`config.mk`:
```
export PLATFORM = sky130hd
export DESIGN_NAME = linear_gradient_pixel_filler_flat
export DESIGN_NICKNAME = d
export VERILOG_FILES = /design/src/rtl/lgpf_pkg.sv /design/src/rtl/lgpf_if.sv /design/src/rtl/lgpf_cfg.sv /design/src/rtl/lgpf_front.sv /design/src/rtl/lgpf_back.sv /design/src/rtl/linear_gradient_pixel_filler.sv /design/src/flat_wrapper.sv
export SDC_FILE = /design/constraint.sdc
export NUM_CORES = 2
export LEC_CHECK = 0
export ABC_CLOCK_PERIOD_IN_PS = 7000
export BUFFER_PORTS_ARGS = -buffer_cell sky130_fd_sc_hd__buf_4
export CELL_PAD_IN_SITES_DETAIL_PLACEMENT = 1
export CELL_PAD_IN_SITES_GLOBAL_PLACEMENT = 2
export CORE_MARGIN = 5
export CORE_UTILIZATION = 30
export DETAILED_ROUTE_END_ITERATION = 8
export PLACE_DENSITY = 0.64
export SLEW_MARGIN = 30
export SYNTH_ARGS = -nofsm -noshare
export SYNTH_HDL_FRONTEND = slang
export SYNTH_SLANG_ARGS = --single-unit
```
`constraint.sdc`:
```
create_clock -name clk -period 7 [get_ports clk]
set_clock_uncertainty 0.05 [all_clocks]
set_input_delay 1.05 -clock clk [delete_from_list [all_inputs] [get_ports clk]]
set_output_delay 1.05 -clock clk [all_outputs]
set_load 0.005 [all_outputs]
```
`src/rtl/lgpf_pkg.sv`:
```
// shared types, constants and helpers of the linear gradient pixel filler
`timescale 1ns / 1ps
`default_nettype none
package lgpf_pkg;

  localparam int MAX_SIDE = 4096;
  localparam int SIDE_W   = 13;
  localparam int POS_W    = 12;
  localparam int IDX_W    = 24;
  localparam int TOTAL_W  = 25;
  localparam int COLOR_W  = 32;
  localparam int CH_W     = 8;
  localparam int NUM_CH   = 4;
  localparam int OP_W     = 2;
  localparam int PROD_W   = CH_W + POS_W;
  localparam int CNT_W    = 5;
  localparam int DCNT_W   = 3;
  localparam int ADDR_W   = 5;
  localparam int DATA_W   = 32;
  localparam int Q_DEPTH  = 2;
  localparam int QPTR_W   = 1;
  localparam int QCNT_W   = 2;

  typedef enum logic [OP_W-1:0] {
    OP_SOLID  = 2'd0,
    OP_GRAD   = 2'd1,
    OP_REWIND = 2'd2
  } op_t;

  typedef enum logic [1:0] {
    K_SOLID,
    K_GRAD,
    K_REWIND,
    K_NOP
  } kind_t;

  typedef enum logic [2:0] {
    REG_WIDTH  = 3'd0,
    REG_HEIGHT = 3'd1,
    REG_START  = 3'd2,
    REG_END    = 3'd3,
    REG_VERT   = 3'd4
  } reg_idx_t;

  typedef enum logic [1:0] {
    BK_IDLE,
    BK_COORD,
    BK_MUL,
    BK_DIV
  } bk_state_t;

  typedef struct packed {
    kind_t              kind;
    logic [COLOR_W-1:0] color;
  } cmd_t;

  typedef struct packed {
    logic [SIDE_W-1:0]  w;
    logic [SIDE_W-1:0]  h;
    logic [TOTAL_W-1:0] total;
    logic [COLOR_W-1:0] start_color;
    logic [COLOR_W-1:0] end_color;
    logic               vert;
    logic               width_wr;
  } cfg_t;

  function automatic logic [SIDE_W-1:0] clamp_side(input logic [SIDE_W-1:0] v);
    logic [SIDE_W-1:0] r;
    r = v;
    if (v == '0) begin
      r = SIDE_W'(1);
    end else if (v > SIDE_W'(MAX_SIDE)) begin
      r = SIDE_W'(MAX_SIDE);
    end
    return r;
  endfunction

endpackage
`default_nettype wire

```
`src/rtl/lgpf_if.sv`:
```
// request and result channel interfaces
`timescale 1ns / 1ps
`default_nettype none
interface lgpf_in_if;
  logic                                valid;
  logic                                ready;
  logic [lgpf_pkg::OP_W-1:0]           op;
  logic [lgpf_pkg::COLOR_W-1:0]        pixel_color;
  modport source(output valid, output op, output pixel_color, input ready);
  modport sink(input valid, input op, input pixel_color, output ready);
endinterface

interface lgpf_out_if;
  logic                                valid;
  logic                                ready;
  logic [lgpf_pkg::IDX_W-1:0]          pixel_address;
  logic [lgpf_pkg::COLOR_W-1:0]        pixel_value;
  logic                                written;
  logic                                image_done;
  modport source(output valid, output pixel_address, output pixel_value,
                 output written, output image_done, input ready);
  modport sink(input valid, input pixel_address, input pixel_value,
               input written, input image_done, output ready);
endinterface
`default_nettype wire

```
`src/rtl/lgpf_cfg.sv`:
```
// apb configuration registers with clamped sizes and pixel total
`timescale 1ns / 1ps
`default_nettype none
module lgpf_cfg (
  input  logic                          clk,
  input  logic                          rst_n,
  input  logic                          psel,
  input  logic                          penable,
  input  logic                          pwrite,
  input  logic [lgpf_pkg::ADDR_W-1:0]   paddr,
  input  logic [lgpf_pkg::DATA_W-1:0]   pwdata,
  output logic [lgpf_pkg::DATA_W-1:0]   prdata,
  output logic                          pready,
  output lgpf_pkg::cfg_t                cfg
);

  logic [lgpf_pkg::SIDE_W-1:0]  width_r;
  logic [lgpf_pkg::SIDE_W-1:0]  height_r;
  logic [lgpf_pkg::COLOR_W-1:0] start_r;
  logic [lgpf_pkg::COLOR_W-1:0] end_r;
  logic                         vert_r;
  logic [lgpf_pkg::TOTAL_W-1:0] total_r;
  logic [lgpf_pkg::TOTAL_W-1:0] total_nxt;
  logic [lgpf_pkg::SIDE_W-1:0]  w_cl;
  logic [lgpf_pkg::SIDE_W-1:0]  h_cl;
  logic [2:0]                   reg_sel;
  logic                         wr_en;

  assign pready  = 1'b1;
  assign reg_sel = paddr[4:2];
  assign wr_en   = psel && penable && pwrite;

  assign w_cl      = lgpf_pkg::clamp_side(width_r);
  assign h_cl      = lgpf_pkg::clamp_side(height_r);
  assign total_nxt = lgpf_pkg::TOTAL_W'(w_cl) * lgpf_pkg::TOTAL_W'(h_cl);

  always_ff @(posedge clk) begin
    if (!rst_n) begin
      width_r  <= lgpf_pkg::SIDE_W'(1);
      height_r <= lgpf_pkg::SIDE_W'(1);
      start_r  <= '0;
      end_r    <= '0;
      vert_r   <= 1'b0;
      total_r  <= lgpf_pkg::TOTAL_W'(1);
    end else begin
      total_r <= total_nxt;
      if (wr_en) begin
        case (reg_sel)
          lgpf_pkg::REG_WIDTH:  width_r  <= pwdata[lgpf_pkg::SIDE_W-1:0];
          lgpf_pkg::REG_HEIGHT: height_r <= pwdata[lgpf_pkg::SIDE_W-1:0];
          lgpf_pkg::REG_START:  start_r  <= pwdata;
          lgpf_pkg::REG_END:    end_r    <= pwdata;
          lgpf_pkg::REG_VERT:   vert_r   <= pwdata[0];
          default: ;
        endcase
      end
    end
  end

  always_comb begin
    case (reg_sel)
      lgpf_pkg::REG_WIDTH:  prdata = lgpf_pkg::DATA_W'(width_r);
      lgpf_pkg::REG_HEIGHT: prdata = lgpf_pkg::DATA_W'(height_r);
      lgpf_pkg::REG_START:  prdata = start_r;
      lgpf_pkg::REG_END:    prdata = end_r;
      lgpf_pkg::REG_VERT:   prdata = lgpf_pkg::DATA_W'(vert_r);
      default:              prdata = '0;
    endcase
  end

  always_comb begin
    cfg.w           = w_cl;
    cfg.h           = h_cl;
    cfg.total       = total_r;
    cfg.start_color = start_r;
    cfg.end_color   = end_r;
    cfg.vert        = vert_r;
    cfg.width_wr    = wr_en && (reg_sel == lgpf_pkg::REG_WIDTH);
  end

endmodule
`default_nettype wire

```
`src/rtl/lgpf_front.sv`:
```
// request intake: op decode and a short command queue
`timescale 1ns / 1ps
`default_nettype none
module lgpf_front (
  input  logic            clk,
  input  logic            rst_n,
  lgpf_in_if.sink         in_ch,
  output logic            q_valid,
  output lgpf_pkg::cmd_t  q_cmd,
  input  logic            q_pop
);

  lgpf_pkg::cmd_t                mem_r [lgpf_pkg::Q_DEPTH];
  logic [lgpf_pkg::QPTR_W-1:0]   wptr_r;
  logic [lgpf_pkg::QPTR_W-1:0]   rptr_r;
  logic [lgpf_pkg::QCNT_W-1:0]   cnt_r;
  logic [lgpf_pkg::QPTR_W-1:0]   wptr_nxt;
  logic [lgpf_pkg::QPTR_W-1:0]   rptr_nxt;
  logic [lgpf_pkg::QCNT_W-1:0]   cnt_nxt;
  lgpf_pkg::cmd_t                cmd_in;
  logic                          push;
  logic                          pop;

  always_comb begin
    cmd_in.color = in_ch.pixel_color;
    case (in_ch.op)
      lgpf_pkg::OP_SOLID:  cmd_in.kind = lgpf_pkg::K_SOLID;
      lgpf_pkg::OP_GRAD:   cmd_in.kind = lgpf_pkg::K_GRAD;
      lgpf_pkg::OP_REWIND: cmd_in.kind = lgpf_pkg::K_REWIND;
      default:             cmd_in.kind = lgpf_pkg::K_NOP;
    endcase
  end

  // no request is taken while reset is held
  assign in_ch.ready = rst_n && (cnt_r != lgpf_pkg::QCNT_W'(lgpf_pkg::Q_DEPTH));
  assign push        = in_ch.valid && in_ch.ready;
  assign q_valid     = (cnt_r != '0);
  assign pop         = q_pop && q_valid;
  assign q_cmd       = mem_r[rptr_r];

  always_comb begin
    wptr_nxt = push ? wptr_r + 1'b1 : wptr_r;
    rptr_nxt = pop ? rptr_r + 1'b1 : rptr_r;
    cnt_nxt  = cnt_r;
    if (push && !pop) begin
      cnt_nxt = cnt_r + 1'b1;
    end else if (pop && !push) begin
      cnt_nxt = cnt_r - 1'b1;
    end
  end

  always_ff @(posedge clk) begin
    if (push) begin
      mem_r[wptr_r] <= cmd_in;
    end
  end

  always_ff @(posedge clk) begin
    if (!rst_n) begin
      wptr_r <= '0;
      rptr_r <= '0;
      cnt_r  <= '0;
    end else begin
      wptr_r <= wptr_nxt;
      rptr_r <= rptr_nxt;
      cnt_r  <= cnt_nxt;
    end
  end

endmodule
`default_nettype wire

```
`src/rtl/lgpf_back.sv`:
```
// execution engine: pixel index, column/row recovery, ramp divide, result register
`timescale 1ns / 1ps
`default_nettype none
module lgpf_back (
  input  logic            clk,
  input  logic            rst_n,
  input  lgpf_pkg::cfg_t  cfg,
  input  logic            q_valid,
  input  lgpf_pkg::cmd_t  q_cmd,
  output logic            q_pop,
  lgpf_out_if.source      out_ch
);

  localparam int IW = lgpf_pkg::IDX_W;
  localparam int PW = lgpf_pkg::POS_W;
  localparam int SW = lgpf_pkg::SIDE_W;
  localparam int TW = lgpf_pkg::TOTAL_W;
  localparam int CW = lgpf_pkg::CH_W;
  localparam int DW = lgpf_pkg::PROD_W;
  localparam int NC = lgpf_pkg::NUM_CH;

  lgpf_pkg::bk_state_t state_r, state_nxt;

  logic [IW-1:0]                 idx_r, idx_nxt;
  logic                          full_r, full_nxt;
  logic                          cvalid_r, cvalid_nxt;
  logic [PW-1:0]                 x_r, x_nxt;
  logic [PW-1:0]                 y_r, y_nxt;
  logic [IW-1:0]                 cdvd_r, cdvd_nxt;
  logic [PW-1:0]                 crem_r, crem_nxt;
  logic [lgpf_pkg::CNT_W-1:0]    cnt_r, cnt_nxt;
  logic [SW-1:0]                 size_r, size_nxt;
  logic [lgpf_pkg::DCNT_W-1:0]   dcnt_r, dcnt_nxt;
  logic [DW-1:0]                 prod_r [NC];
  logic [DW-1:0]                 prod_nxt [NC];
  logic                          neg_r [NC];
  logic                          neg_nxt [NC];
  logic [CW-1:0]                 quo_r [NC];
  logic [CW-1:0]                 quo_nxt [NC];

  logic                          ovalid_r, ovalid_nxt;
  logic [IW-1:0]                 oaddr_r, oaddr_nxt;
  logic [lgpf_pkg::COLOR_W-1:0]  oval_r, oval_nxt;
  logic                          owr_r, owr_nxt;
  logic                          odone_r, odone_nxt;

  logic [TW-1:0]                 total_m1;
  logic                          writable;
  logic                          last;
  logic                          out_free;
  logic                          pop;
  logic                          commit;
  logic [lgpf_pkg::COLOR_W-1:0]  commit_val;
  logic [SW-1:0]                 ct;
  logic                          cge;
  logic [PW-1:0]                 crem_step;
  logic [IW-1:0]                 cdvd_step;
  logic [SW-1:0]                 x_inc;
  logic [PW-1:0]                 pos;
  logic [DW-1:0]                 sd;
  logic                          ge [NC];
  logic [CW-1:0]                 q_fin [NC];
  logic [DW-1:0]                 prod_mul [NC];
  logic                          neg_mul [NC];
  logic [lgpf_pkg::COLOR_W-1:0]  ramp_val;

  assign total_m1  = cfg.total - 1'b1;
  assign writable  = !full_r && ({1'b0, idx_r} < cfg.total);
  assign last      = ({1'b0, idx_r} == total_m1);
  assign out_free  = !ovalid_r || out_ch.ready;
  assign pop       = (state_r == lgpf_pkg::BK_IDLE) && q_valid && out_free;
  assign q_pop     = pop;

  // column/row recovery step: one quotient bit of index / width
  assign ct        = {crem_r, cdvd_r[IW-1]};
  assign cge       = (ct >= cfg.w);
  assign crem_step = cge ? PW'(ct - cfg.w) : ct[PW-1:0];
  assign cdvd_step = {cdvd_r[IW-2:0], cge};

  assign x_inc     = {1'b0, x_r} + 1'b1;
  assign pos       = cfg.vert ? y_r : x_r;
  assign sd        = DW'(size_r) << dcnt_r;

  always_comb begin
    logic [CW:0]   d;
    logic [CW-1:0] mag;
    logic [CW-1:0] c0;
    ramp_val = '0;
    for (int l = 0; l < NC; l++) begin
      d   = {1'b0, cfg.end_color[l*CW +: CW]} - {1'b0, cfg.start_color[l*CW +: CW]};
      mag = d[CW] ? CW'(~d + 1'b1) : d[CW-1:0];
      neg_mul[l]  = d[CW];
      prod_mul[l] = DW'(mag) * DW'(pos);
      ge[l]       = (prod_r[l] >= sd);
      q_fin[l]    = {quo_r[l][CW-2:0], ge[l]};
      c0          = cfg.start_color[l*CW +: CW];
      ramp_val[l*CW +: CW] = neg_r[l] ? c0 - q_fin[l] : c0 + q_fin[l];
    end
  end

  assign commit = (pop && writable && (q_cmd.kind == lgpf_pkg::K_SOLID)) ||
                  ((state_r == lgpf_pkg::BK_DIV) && (dcnt_r == '0));
  assign commit_val = (state_r == lgpf_pkg::BK_DIV) ? ramp_val : q_cmd.color;

  // next state
  always_comb begin
    state_nxt = state_r;
    case (state_r)
      lgpf_pkg::BK_IDLE: begin
        if (pop && writable && (q_cmd.kind == lgpf_pkg::K_GRAD)) begin
          state_nxt = cvalid_r ? lgpf_pkg::BK_MUL : lgpf_pkg::BK_COORD;
        end
      end
      lgpf_pkg::BK_COORD: begin
        if (cnt_r == lgpf_pkg::CNT_W'(IW - 1)) begin
          state_nxt = lgpf_pkg::BK_MUL;
        end
      end
      lgpf_pkg::BK_MUL: state_nxt = lgpf_pkg::BK_DIV;
      lgpf_pkg::BK_DIV: begin
        if (dcnt_r == '0) begin
          state_nxt = lgpf_pkg::BK_IDLE;
        end
      end
      default: state_nxt = lgpf_pkg::BK_IDLE;
    endcase
  end

  // datapath and result register
  always_comb begin
    idx_nxt    = idx_r;
    full_nxt   = full_r;
    cvalid_nxt = cvalid_r;
    x_nxt      = x_r;
    y_nxt      = y_r;
    cdvd_nxt   = cdvd_r;
    crem_nxt   = crem_r;
    cnt_nxt    = cnt_r;
    size_nxt   = size_r;
    dcnt_nxt   = dcnt_r;
    prod_nxt   = prod_r;
    neg_nxt    = neg_r;
    quo_nxt    = quo_r;
    ovalid_nxt = ovalid_r && !out_ch.ready;
    oaddr_nxt  = oaddr_r;
    oval_nxt   = oval_r;
    owr_nxt    = owr_r;
    odone_nxt  = odone_r;

    case (state_r)
      lgpf_pkg::BK_IDLE: begin
        if (pop) begin
          if (q_cmd.kind == lgpf_pkg::K_REWIND) begin
            ovalid_nxt = 1'b1;
            oaddr_nxt  = '0;
            oval_nxt   = '0;
            owr_nxt    = 1'b0;
            odone_nxt  = 1'b0;
            idx_nxt    = '0;
            full_nxt   = 1'b0;
            x_nxt      = '0;
            y_nxt      = '0;
            cvalid_nxt = 1'b1;
          end else if (!writable || (q_cmd.kind == lgpf_pkg::K_NOP)) begin
            ovalid_nxt = 1'b1;
            oaddr_nxt  = idx_r;
            oval_nxt   = '0;
            owr_nxt    = 1'b0;
            odone_nxt  = 1'b0;
          end else if ((q_cmd.kind == lgpf_pkg::K_GRAD) && !cvalid_r) begin
            cdvd_nxt = idx_r;
            crem_nxt = '0;
            cnt_nxt  = '0;
          end
        end
      end
      lgpf_pkg::BK_COORD: begin
        cdvd_nxt = cdvd_step;
        crem_nxt = crem_step;
        cnt_nxt  = cnt_r + 1'b1;
        if (cnt_r == lgpf_pkg::CNT_W'(IW - 1)) begin
          x_nxt      = crem_step;
          y_nxt      = cdvd_step[PW-1:0];
          cvalid_nxt = 1'b1;
        end
      end
      lgpf_pkg::BK_MUL: begin
        size_nxt = cfg.vert ? cfg.h : cfg.w;
        dcnt_nxt = '1;
        for (int l = 0; l < NC; l++) begin
          prod_nxt[l] = prod_mul[l];
          neg_nxt[l]  = neg_mul[l];
          quo_nxt[l]  = '0;
        end
      end
      lgpf_pkg::BK_DIV: begin
        dcnt_nxt = dcnt_r - 1'b1;
        for (int l = 0; l < NC; l++) begin
          prod_nxt[l] = ge[l] ? prod_r[l] - sd : prod_r[l];
          quo_nxt[l]  = q_fin[l];
        end
      end
      default: ;
    endcase

    if (commit) begin
      ovalid_nxt = 1'b1;
      oaddr_nxt  = idx_r;
      oval_nxt   = commit_val;
      owr_nxt    = 1'b1;
      odone_nxt  = last;
      full_nxt   = full_r || last;
      idx_nxt    = idx_r + 1'b1;
      if (cvalid_r) begin
        if (x_inc == cfg.w) begin
          x_nxt = '0;
          y_nxt = y_r + 1'b1;
        end else begin
          x_nxt = x_inc[PW-1:0];
        end
      end
    end

    if (cfg.width_wr) begin
      cvalid_nxt = 1'b0;
    end
  end

  assign out_ch.valid         = ovalid_r;
  assign out_ch.pixel_address = oaddr_r;
  assign out_ch.pixel_value   = oval_r;
  assign out_ch.written       = owr_r;
  assign out_ch.image_done    = odone_r;

  always_ff @(posedge clk) begin
    cdvd_r  <= cdvd_nxt;
    crem_r  <= crem_nxt;
    size_r  <= size_nxt;
    prod_r  <= prod_nxt;
    neg_r   <= neg_nxt;
    quo_r   <= quo_nxt;
    oaddr_r <= oaddr_nxt;
    oval_r  <= oval_nxt;
    owr_r   <= owr_nxt;
    odone_r <= odone_nxt;
  end

  always_ff @(posedge clk) begin
    if (!rst_n) begin
      state_r  <= lgpf_pkg::BK_IDLE;
      idx_r    <= '0;
      full_r   <= 1'b0;
      cvalid_r <= 1'b1;
      x_r      <= '0;
      y_r      <= '0;
      cnt_r    <= '0;
      dcnt_r   <= '0;
      ovalid_r <= 1'b0;
    end else begin
      state_r  <= state_nxt;
      idx_r    <= idx_nxt;
      full_r   <= full_nxt;
      cvalid_r <= cvalid_nxt;
      x_r      <= x_nxt;
      y_r      <= y_nxt;
      cnt_r    <= cnt_nxt;
      dcnt_r   <= dcnt_nxt;
      ovalid_r <= ovalid_nxt;
    end
  end

endmodule
`default_nettype wire

```
`src/rtl/linear_gradient_pixel_filler.sv`:
```
// top level of the linear gradient pixel filler
`timescale 1ns / 1ps
`default_nettype none
// Writes pixels of a width x height RGBA8 image in raster order, one result per request.
// A two-entry request queue sits in front of the execution engine, and the result leaves
// through its own register, so the queue can take requests while a result waits. Solid,
// rewind and unused requests complete at one per clock while the output is not stalled.
// A gradient pixel is dequeued, multiplied in the four channel multipliers and divided in
// the shared-step ramp divider, which produces one quotient bit per clock in all four
// channel lanes. After a width register write, the next gradient pixel, unless a rewind
// comes first, recovers its column and row from the pixel index in a bit-serial divider;
// later pixels advance them by counting. The pixel total is registered from the sizes.
module linear_gradient_pixel_filler (
  input  logic                          clk,
  input  logic                          rst_n,
  lgpf_in_if.sink                       in_ch,
  lgpf_out_if.source                    out_ch,
  input  logic                          psel,
  input  logic                          penable,
  input  logic                          pwrite,
  input  logic [lgpf_pkg::ADDR_W-1:0]   paddr,
  input  logic [lgpf_pkg::DATA_W-1:0]   pwdata,
  output logic [lgpf_pkg::DATA_W-1:0]   prdata,
  output logic                          pready
);

  lgpf_pkg::cfg_t cfg;
  lgpf_pkg::cmd_t q_cmd;
  logic           q_valid;
  logic           q_pop;

  lgpf_cfg u_cfg (
    .clk     (clk),
    .rst_n   (rst_n),
    .psel    (psel),
    .penable (penable),
    .pwrite  (pwrite),
    .paddr   (paddr),
    .pwdata  (pwdata),
    .prdata  (prdata),
    .pready  (pready),
    .cfg     (cfg)
  );

  lgpf_front u_front (
    .clk     (clk),
    .rst_n   (rst_n),
    .in_ch   (in_ch),
    .q_valid (q_valid),
    .q_cmd   (q_cmd),
    .q_pop   (q_pop)
  );

  lgpf_back u_back (
    .clk     (clk),
    .rst_n   (rst_n),
    .cfg     (cfg),
    .q_valid (q_valid),
    .q_cmd   (q_cmd),
    .q_pop   (q_pop),
    .out_ch  (out_ch)
  );

endmodule
`default_nettype wire
```
`src/flat_wrapper.sv`:
```
// flat-port wrapper written by rule: the top's interface ports become plain ports
module linear_gradient_pixel_filler_flat 
  (clk, rst_n, psel, penable, pwrite, paddr, pwdata, prdata, pready, in_ch_valid, in_ch_op, in_ch_pixel_color, in_ch_ready, out_ch_valid, out_ch_pixel_address, out_ch_pixel_value, out_ch_written, out_ch_image_done, out_ch_ready);
  lgpf_in_if in_ch_i ();
  lgpf_out_if out_ch_i ();
  input  logic clk;
  input  logic rst_n;
  input  logic psel;
  input  logic penable;
  input  logic pwrite;
  input  logic [lgpf_pkg::ADDR_W-1:0] paddr;
  input  logic [lgpf_pkg::DATA_W-1:0] pwdata;
  output logic [lgpf_pkg::DATA_W-1:0] prdata;
  output logic pready;
  input wire logic [$bits(in_ch_i.valid)-1:0] in_ch_valid;
  input wire logic [$bits(in_ch_i.op)-1:0] in_ch_op;
  input wire logic [$bits(in_ch_i.pixel_color)-1:0] in_ch_pixel_color;
  output wire logic [$bits(in_ch_i.ready)-1:0] in_ch_ready;
  output wire logic [$bits(out_ch_i.valid)-1:0] out_ch_valid;
  output wire logic [$bits(out_ch_i.pixel_address)-1:0] out_ch_pixel_address;
  output wire logic [$bits(out_ch_i.pixel_value)-1:0] out_ch_pixel_value;
  output wire logic [$bits(out_ch_i.written)-1:0] out_ch_written;
  output wire logic [$bits(out_ch_i.image_done)-1:0] out_ch_image_done;
  input wire logic [$bits(out_ch_i.ready)-1:0] out_ch_ready;
  assign in_ch_i.valid = in_ch_valid;
  assign in_ch_i.op = in_ch_op;
  assign in_ch_i.pixel_color = in_ch_pixel_color;
  assign in_ch_ready = in_ch_i.ready;
  assign out_ch_valid = out_ch_i.valid;
  assign out_ch_pixel_address = out_ch_i.pixel_address;
  assign out_ch_pixel_value = out_ch_i.pixel_value;
  assign out_ch_written = out_ch_i.written;
  assign out_ch_image_done = out_ch_i.image_done;
  assign out_ch_i.ready = out_ch_ready;
  linear_gradient_pixel_filler u_core (.clk(clk), .rst_n(rst_n), .in_ch(in_ch_i), .out_ch(out_ch_i), .psel(psel), .penable(penable), .pwrite(pwrite), .paddr(paddr), .pwdata(pwdata), .prdata(prdata), .pready(pready));
endmodule
```
## Yosys cells after proc, flatten, opt, wreduce, memory -nomap -nowiden

Memory sizes are Yosys's and may differ from the RTL's. A register that Yosys moved wholly into a read port is not among the register bits.
Index checks and enable logic that the tools add are counted.

- Reductions and logical operators: 60
- $add $sub $neg: 31
- Multiply operators: 5
- Shift operators: 1
- $lt $le $gt $ge: 8
- Equal/unequal tests: 30
- Bitwise operators: 4
- Mux-type cells: 98

Operators by type and width:

| kind | count |
|---|---|
| 24-bit 2-to-1 mux | 13 |
| 12-bit 2-to-1 mux | 18 |
| 32-bit 2-to-1 mux | 6 |
| 32-bit one-hot mux with 5 select lines | 1 |
| 80-bit one-hot mux with 2 select lines | 1 |
| 20-bit greater-or-equal comparator | 4 |
| 8-bit by 12-bit multiplier with 20-bit output | 4 |
| 20-bit 2-to-1 mux | 4 |
| 20-bit subtractor | 4 |
| 12-bit one-hot mux with 2 select lines | 3 |
| 13-bit 2-to-1 mux | 5 |
| 8-bit 2-to-1 mux | 8 |
| 31-bit one-hot mux with 2 select lines | 1 |
| 24-bit one-hot mux with 2 select lines | 1 |
| 8-bit by 8-bit subtractor with 9-bit output | 4 |
| 8-bit by 1-bit adder with 8-bit output, second input constant | 4 |
| 8-bit adder | 4 |
| 8-bit NOT | 4 |
| 8-bit subtractor | 4 |
| 13-bit greater-than comparator, second input constant | 2 |
| 13-bit zero test | 2 |
| 24-bit by 25-bit == test with 1-bit output | 1 |
| 24-bit by 25-bit < comparator with 1-bit output | 1 |
| 13-bit by 13-bit multiplier with 25-bit output | 1 |
| 42 further kinds | 137 |

- Bits in writable memories: 68
- Output and inout bits: 93
- Bits of input ports: 78
- Memories: 1
- Word-level logic and storage cells: 275
- Flip-flop bits (word level): 400

Memory list:

| name | words | width | read ports | clocked after memory_dff | write ports | line | RTL |
|---|---|---|---|---|---|---|---|
| u_core.u_front.mem_r | 2 | 34 | 1 | 1 | 1 | lgpf_front.sv:13 | `lgpf_pkg::cmd_t mem_r [lgpf_pkg::Q_DEPTH];` |

## Longest topological paths before layout

- Word-level depth: 9
- Gate-level depth with buffers: 33
- Mapped depth without buffers: 32

## Hierarchy

A second synthesis with hierarchy kept.

- Cells, all modules: 5224
- Area, all modules: 46784.9 sq um

By module, submodules not included:

| module | cells an instance | area an instance (sq um) | times used |
|---|---|---|---|
| lgpf_back | 3826 | 33751.1 | 1 |
| lgpf_cfg | 1263 | 10333.7 | 1 |
| lgpf_front | 135 | 2700.1 | 1 |

## Worst setup path after synthesis

Ideal clock, no wire load.

- Path kind: register to register
- Start point: register u_core.u_cfg.start_r[24] (netlist name)
- End point: register u_core.u_back.prod_r[19] (netlist name), data pin
- Cell stages (with the launch flop): 31
- Setup slack: -12 ps
- Buffers on the path: 1
- Data arrival time: 6694 ps
- Path through: dfxtp_1 -> ha_1 -> inv_1 -> fa_1 -> a21o_1 -> a21oi_1 -> o21bai_1 -> a21oi_1 -> o21bai_1 -> a21o_1 -> clkinv_1 -> o21ai_0 -> xnor2_1 -> clkbuf_1 -> nor2_1 -> fa_1 -> inv_1 -> fa_1 -> fa_1 -> fa_1 -> inv_1 -> ha_1 -> or2_2 -> a21oi_1 -> a211oi_1 -> o31ai_1 -> o211ai_1 -> a21o_1 -> a21oi_1 -> xnor2_1 -> mux2i_1

RTL lines:

| item | line | RTL |
|---|---|---|
| from (decl) | lgpf_cfg.sv:19 | `logic [lgpf_pkg::COLOR_W-1:0] start_r;` |
| from (signal assigned) | lgpf_cfg.sv:51 | `lgpf_pkg::REG_START: start_r <= pwdata;` |
| to (signal assigned) | lgpf_back.sv:239 | `prod_r <= prod_nxt;` |
| to (decl) | lgpf_back.sv:34 | `logic [DW-1:0] prod_r [NC];` |

==> impl_summary.md <==
Setup path
The largest fanout on the critical path is 2. Among all stages on the critical path, the largest delay is contributed by fa_1. The critical path starts at u_core.u_cfg.end_r[8]. The number of cells on the worst reg-to-reg path is 33. The critical path arrival is 7.46 ns.

The critical register-to-register path endpoint is u_core.u_back.prod_r[59]. The data required time of the worst path is 7.40 ns. The worst setup path is captured at a flop. The worst setup path is launched from a flop. The largest single stage delay on the critical path is 0.56 ns. The setup slack of the worst register-to-register path is -0.06 ns.

The category of the most critical setup path is reg -> reg. In this run the critical register-to-register path is launched from u_core.u_cfg.end_r[8].

Clocking
The TritonCTS clock tree is yes. The maximum clock insertion buffer count is 3. The hold buffer count at cts is 0. The clock tree synthesis step divided the H-tree into 3 levels.

The clock transition at the registers of the reported paths is 0.06 ns. The clock sink total is 469. The number of clock buffers added by TritonCTS is 66. The clock reaches the later pin of the worst-skew pair after around 0.69 ns. Clock tree synthesis selected as its root buffer the cell clkbuf_16.

Floorplan
After floorplanning, the core was sized to cover 154000 um^2. The y dimension of the die is 403 um. In this run the horizontal extent of the chip is slightly above 400 um.

The number of ports placed on the die boundary is roughly 170. The initialized floorplan defines 144 standard-cell rows. The die covers 163000 um^2. The starting density of the core is a little under a third.

Timing
The number of slew-limit violations in the final report is 0. Setup repair after global routing could not meet its margin everywhere. For the finished layout, the period the worst path requires is 7.06 ns. Final hold analysis gives a worst-case slack of 0.424 ns.

The worst pin sits at a relative slew slack of between 30% and 40%. Setup violations remaining at the end of the flow were counted as 2. The number of hold-slack violations in the final timing report was 0. The fmax is 0.142 GHz. The minimum setup slack in the final design is -0.0610 ns. The final clock period utilization by the worst path is 101%. The actual slew at the worst max-slew pin is 0.927 ns.

Power
The largest voltage drop on the vdd net is around 0.20 mV. Total power for the finished layout comes to 0.0155 W. In this run the power density over the cells is approximately 280 nW/um^2. The analysis attributes to cell leakage a power of about 24 nW.

Route
Dividing the detail-routed wire length by the instance count gives between 20 and 25 um. For this block, the routed nets add up to 165000 um of wire. The initial detailed-routing violation count is 1920. The via total after detailed routing is 38522. The post-detailed-route DRC marker count is 0. Once detail routing completed, the nets flagged for antenna violations numbered 0. In the routed layout, each cell is associated on average with a via count of 4.98. The first detailed-routing pass ran for 5 iterations.

GRT
The via count of the first global-routing pass came to 40494. For this run, the total global-route usage over all layers was measured as between 20 and 25%. The pin count of the biggest net entering global routing is approximately 130. The first global-routing pass estimated 252000 um of wire. The remaining global-route overflow is 0. The initial antenna violation count is 8.

Placement
The placer congestion estimate is 0.821. Once detailed placement completed, the half-perimeter wirelength came to about 130000 um. During placement, the flow inserted port buffers numbering 167. Before CTS, the worst setup slack after placement is -0.266 ns.

Logic synthesis
The synthesized design devotes to its leading area cell type 18.5% of total area. Yosys mapped a number of flops with a built-in enable equal to 286. After synthesis the cells add up to 46400 um^2. Yosys mapped the design onto 90 distinct sky130hd cell types. The count of mapped cells out of synthesis is about 5200. In the post-synthesis netlist, the biggest area contributors are edfxtp_1 18%, fa_1 16%, ha_1 11%, dfxtp_1 7.9%, inv_1 5.1%.

The post-synthesis net count is 6086. The average instance in the mapped netlist occupies around 8.9 um^2. The proportion of synthesized chip area in sequential cells is 26.4%. The prevailing post-synth register cell is edfxtp_1. The total of flip-flops plus latches after synthesis is 469.

The warning count from the yosys run is 0. Of all flip-flops after synthesis, the portion carrying an async set or reset was 0%. The post-synthesis cell type with the largest combined area is edfxtp_1.

Layout
Once layout is complete, the utilization of the core stands at 36.6%. The library cell used most frequently in the layout, excluding fill and tap cells, is inv_1. In the final design database the tool counted ~6500 nets. The top cell types in the final layout, fill and taps aside, are 615 x inv_1, 550 x nor2_1, 549 x buf_4. The share of post-route cells with drive strength above 1 is 18.4%. The area growth from synthesis to final layout is 21.4%.

Outcome
The flow ran to the end, but the final reports show violations. The checks that failed: setup timing.

Flow run
The tool flagged a number of max-cap violations equal to 0.

Min path
The hold path endpoint is u_core.u_back.out_ch.written. In this run the worst hold path is classified as reg -> reg. The worst hold path cell count is 2. The startpoint of the most critical hold path is u_core.u_back.out_ch.written.
## stage by stage
stage	setup TNS (ns)	cells	area (um^2)
CTS	0	7686	55000
finish	-0.0819	7732	56400
floorplan	0	5210	46400
global route	-2.85	7730	56400
global placement	-1.38	7552	52500
detailed placement	-2.87	7552	52500
## state kept, by name, summed over array words and instances, names as in the netlist, 25 cells and up, named ones only
register and count:
u_core.u_cfg.start_r 32, u_core.u_back.q_fin 28, u_core.u_cfg.end_r 32, u_core.u_back.prod_r 80, u_core.u_cfg.total_r 25, u_core.u_back.out_ch.pixel_value 32, u_core.u_front.mem_r 68
## timing repair
action                     in CTS  in global routing
setup buffers                  13                 47
setup endpoints to repair      20                 30
gates cloned                    0                  1
pin swaps                      31                167
resized for setup              42                230
## critical path: cells and delay by family (launching register included)
kind            cells  cell delay, ns
compound gates     12            2.16
xor+xnor            2            0.21
fa+ha+maj           7            2.80
buf+inv             9            0.80
flops               1            0.33
mux                 1            0.12
simple gates        2            0.36
## per-layer routing
layer	wire length (um)	part of all wire, %	track usage [%]	up-vias
li1	-	-	-	18331
met1	79500	48	28.1	19606
met2	77800	47	33.6	487
met3	5950	3.6	2.63	98
met4	2110	1.3	2.91	0
met5	0	0	0	-
## how the worst max path moves through the flow
stage,end,slack [ns],cells after the start
floorplan,u_core.u_back.prod_r[19],0.06,30
global placement,u_core.u_back.prod_r[19],-0.23,30
detailed placement,u_core.u_back.prod_r[59],-0.27,33
CTS,u_core.u_back.prod_r[39],0.00002,31
global route,u_core.u_back.prod_r[59],-0.34,31
finish,u_core.u_back.prod_r[59],-0.06,33
## Yosys cell counts (all sizes together) (6+ instances only)
library cell and n:
a211o 8, a211oi 96, a21boi 88, a21o 100, a21oi 263, a221o 12, a22o 31, a22oi 7
a31o 7, a31oi 41, and2 88, and3 35, and4 7, buf 24, clkbuf 209, dfxtp 183
edfxtp 286, fa 373, ha 425, inv 636, mux2 35, mux2i 74, nand2 506, nand2b 68
nand3 75, nand4 32, nor2 570, nor2b 68, nor3 60, nor3b 6, nor4 20, o211ai 11
o21a 26, o21ai 157, o21bai 32, o22ai 11, o31ai 20, o41ai 11, or2 87, or3 27
or4 7, xnor2 204, xor2 106
## area by class of cell
class                           instances  area [um^2]
Timing Repair Buffer                  587         4770
Inverter                              640         2420
Antenna cell                            3         7.51
Clock buffer                           91         1810
Sequential cell                       469        12300
Fill cell                           17727        97600
Multi-Input combinational cell       3868        32200
Tap cell                             2044         2560
Clock inverter                         30          400
## power by group
part	leakage, nW	switching, W	internal, W
logic	18.6	0.00485	0.00311
registers	4.20	0.000390	0.00372
clock network	1.06	0.00149	0.00196
total	23.9	0.00672	0.00879
## cell families after synthesis
group	count (synthesis)	synth area share (%)
compound gates	975	13.9
xor+xnor	310	5.85
other cells	1	0.00808
mux	112	2.59
simple gates	1672	16.6
buf+inv	873	7.16
fa+ha+maj	798	27.5
flops	469	26.4
No activity file was read; power rests on OpenSTA's default activity.
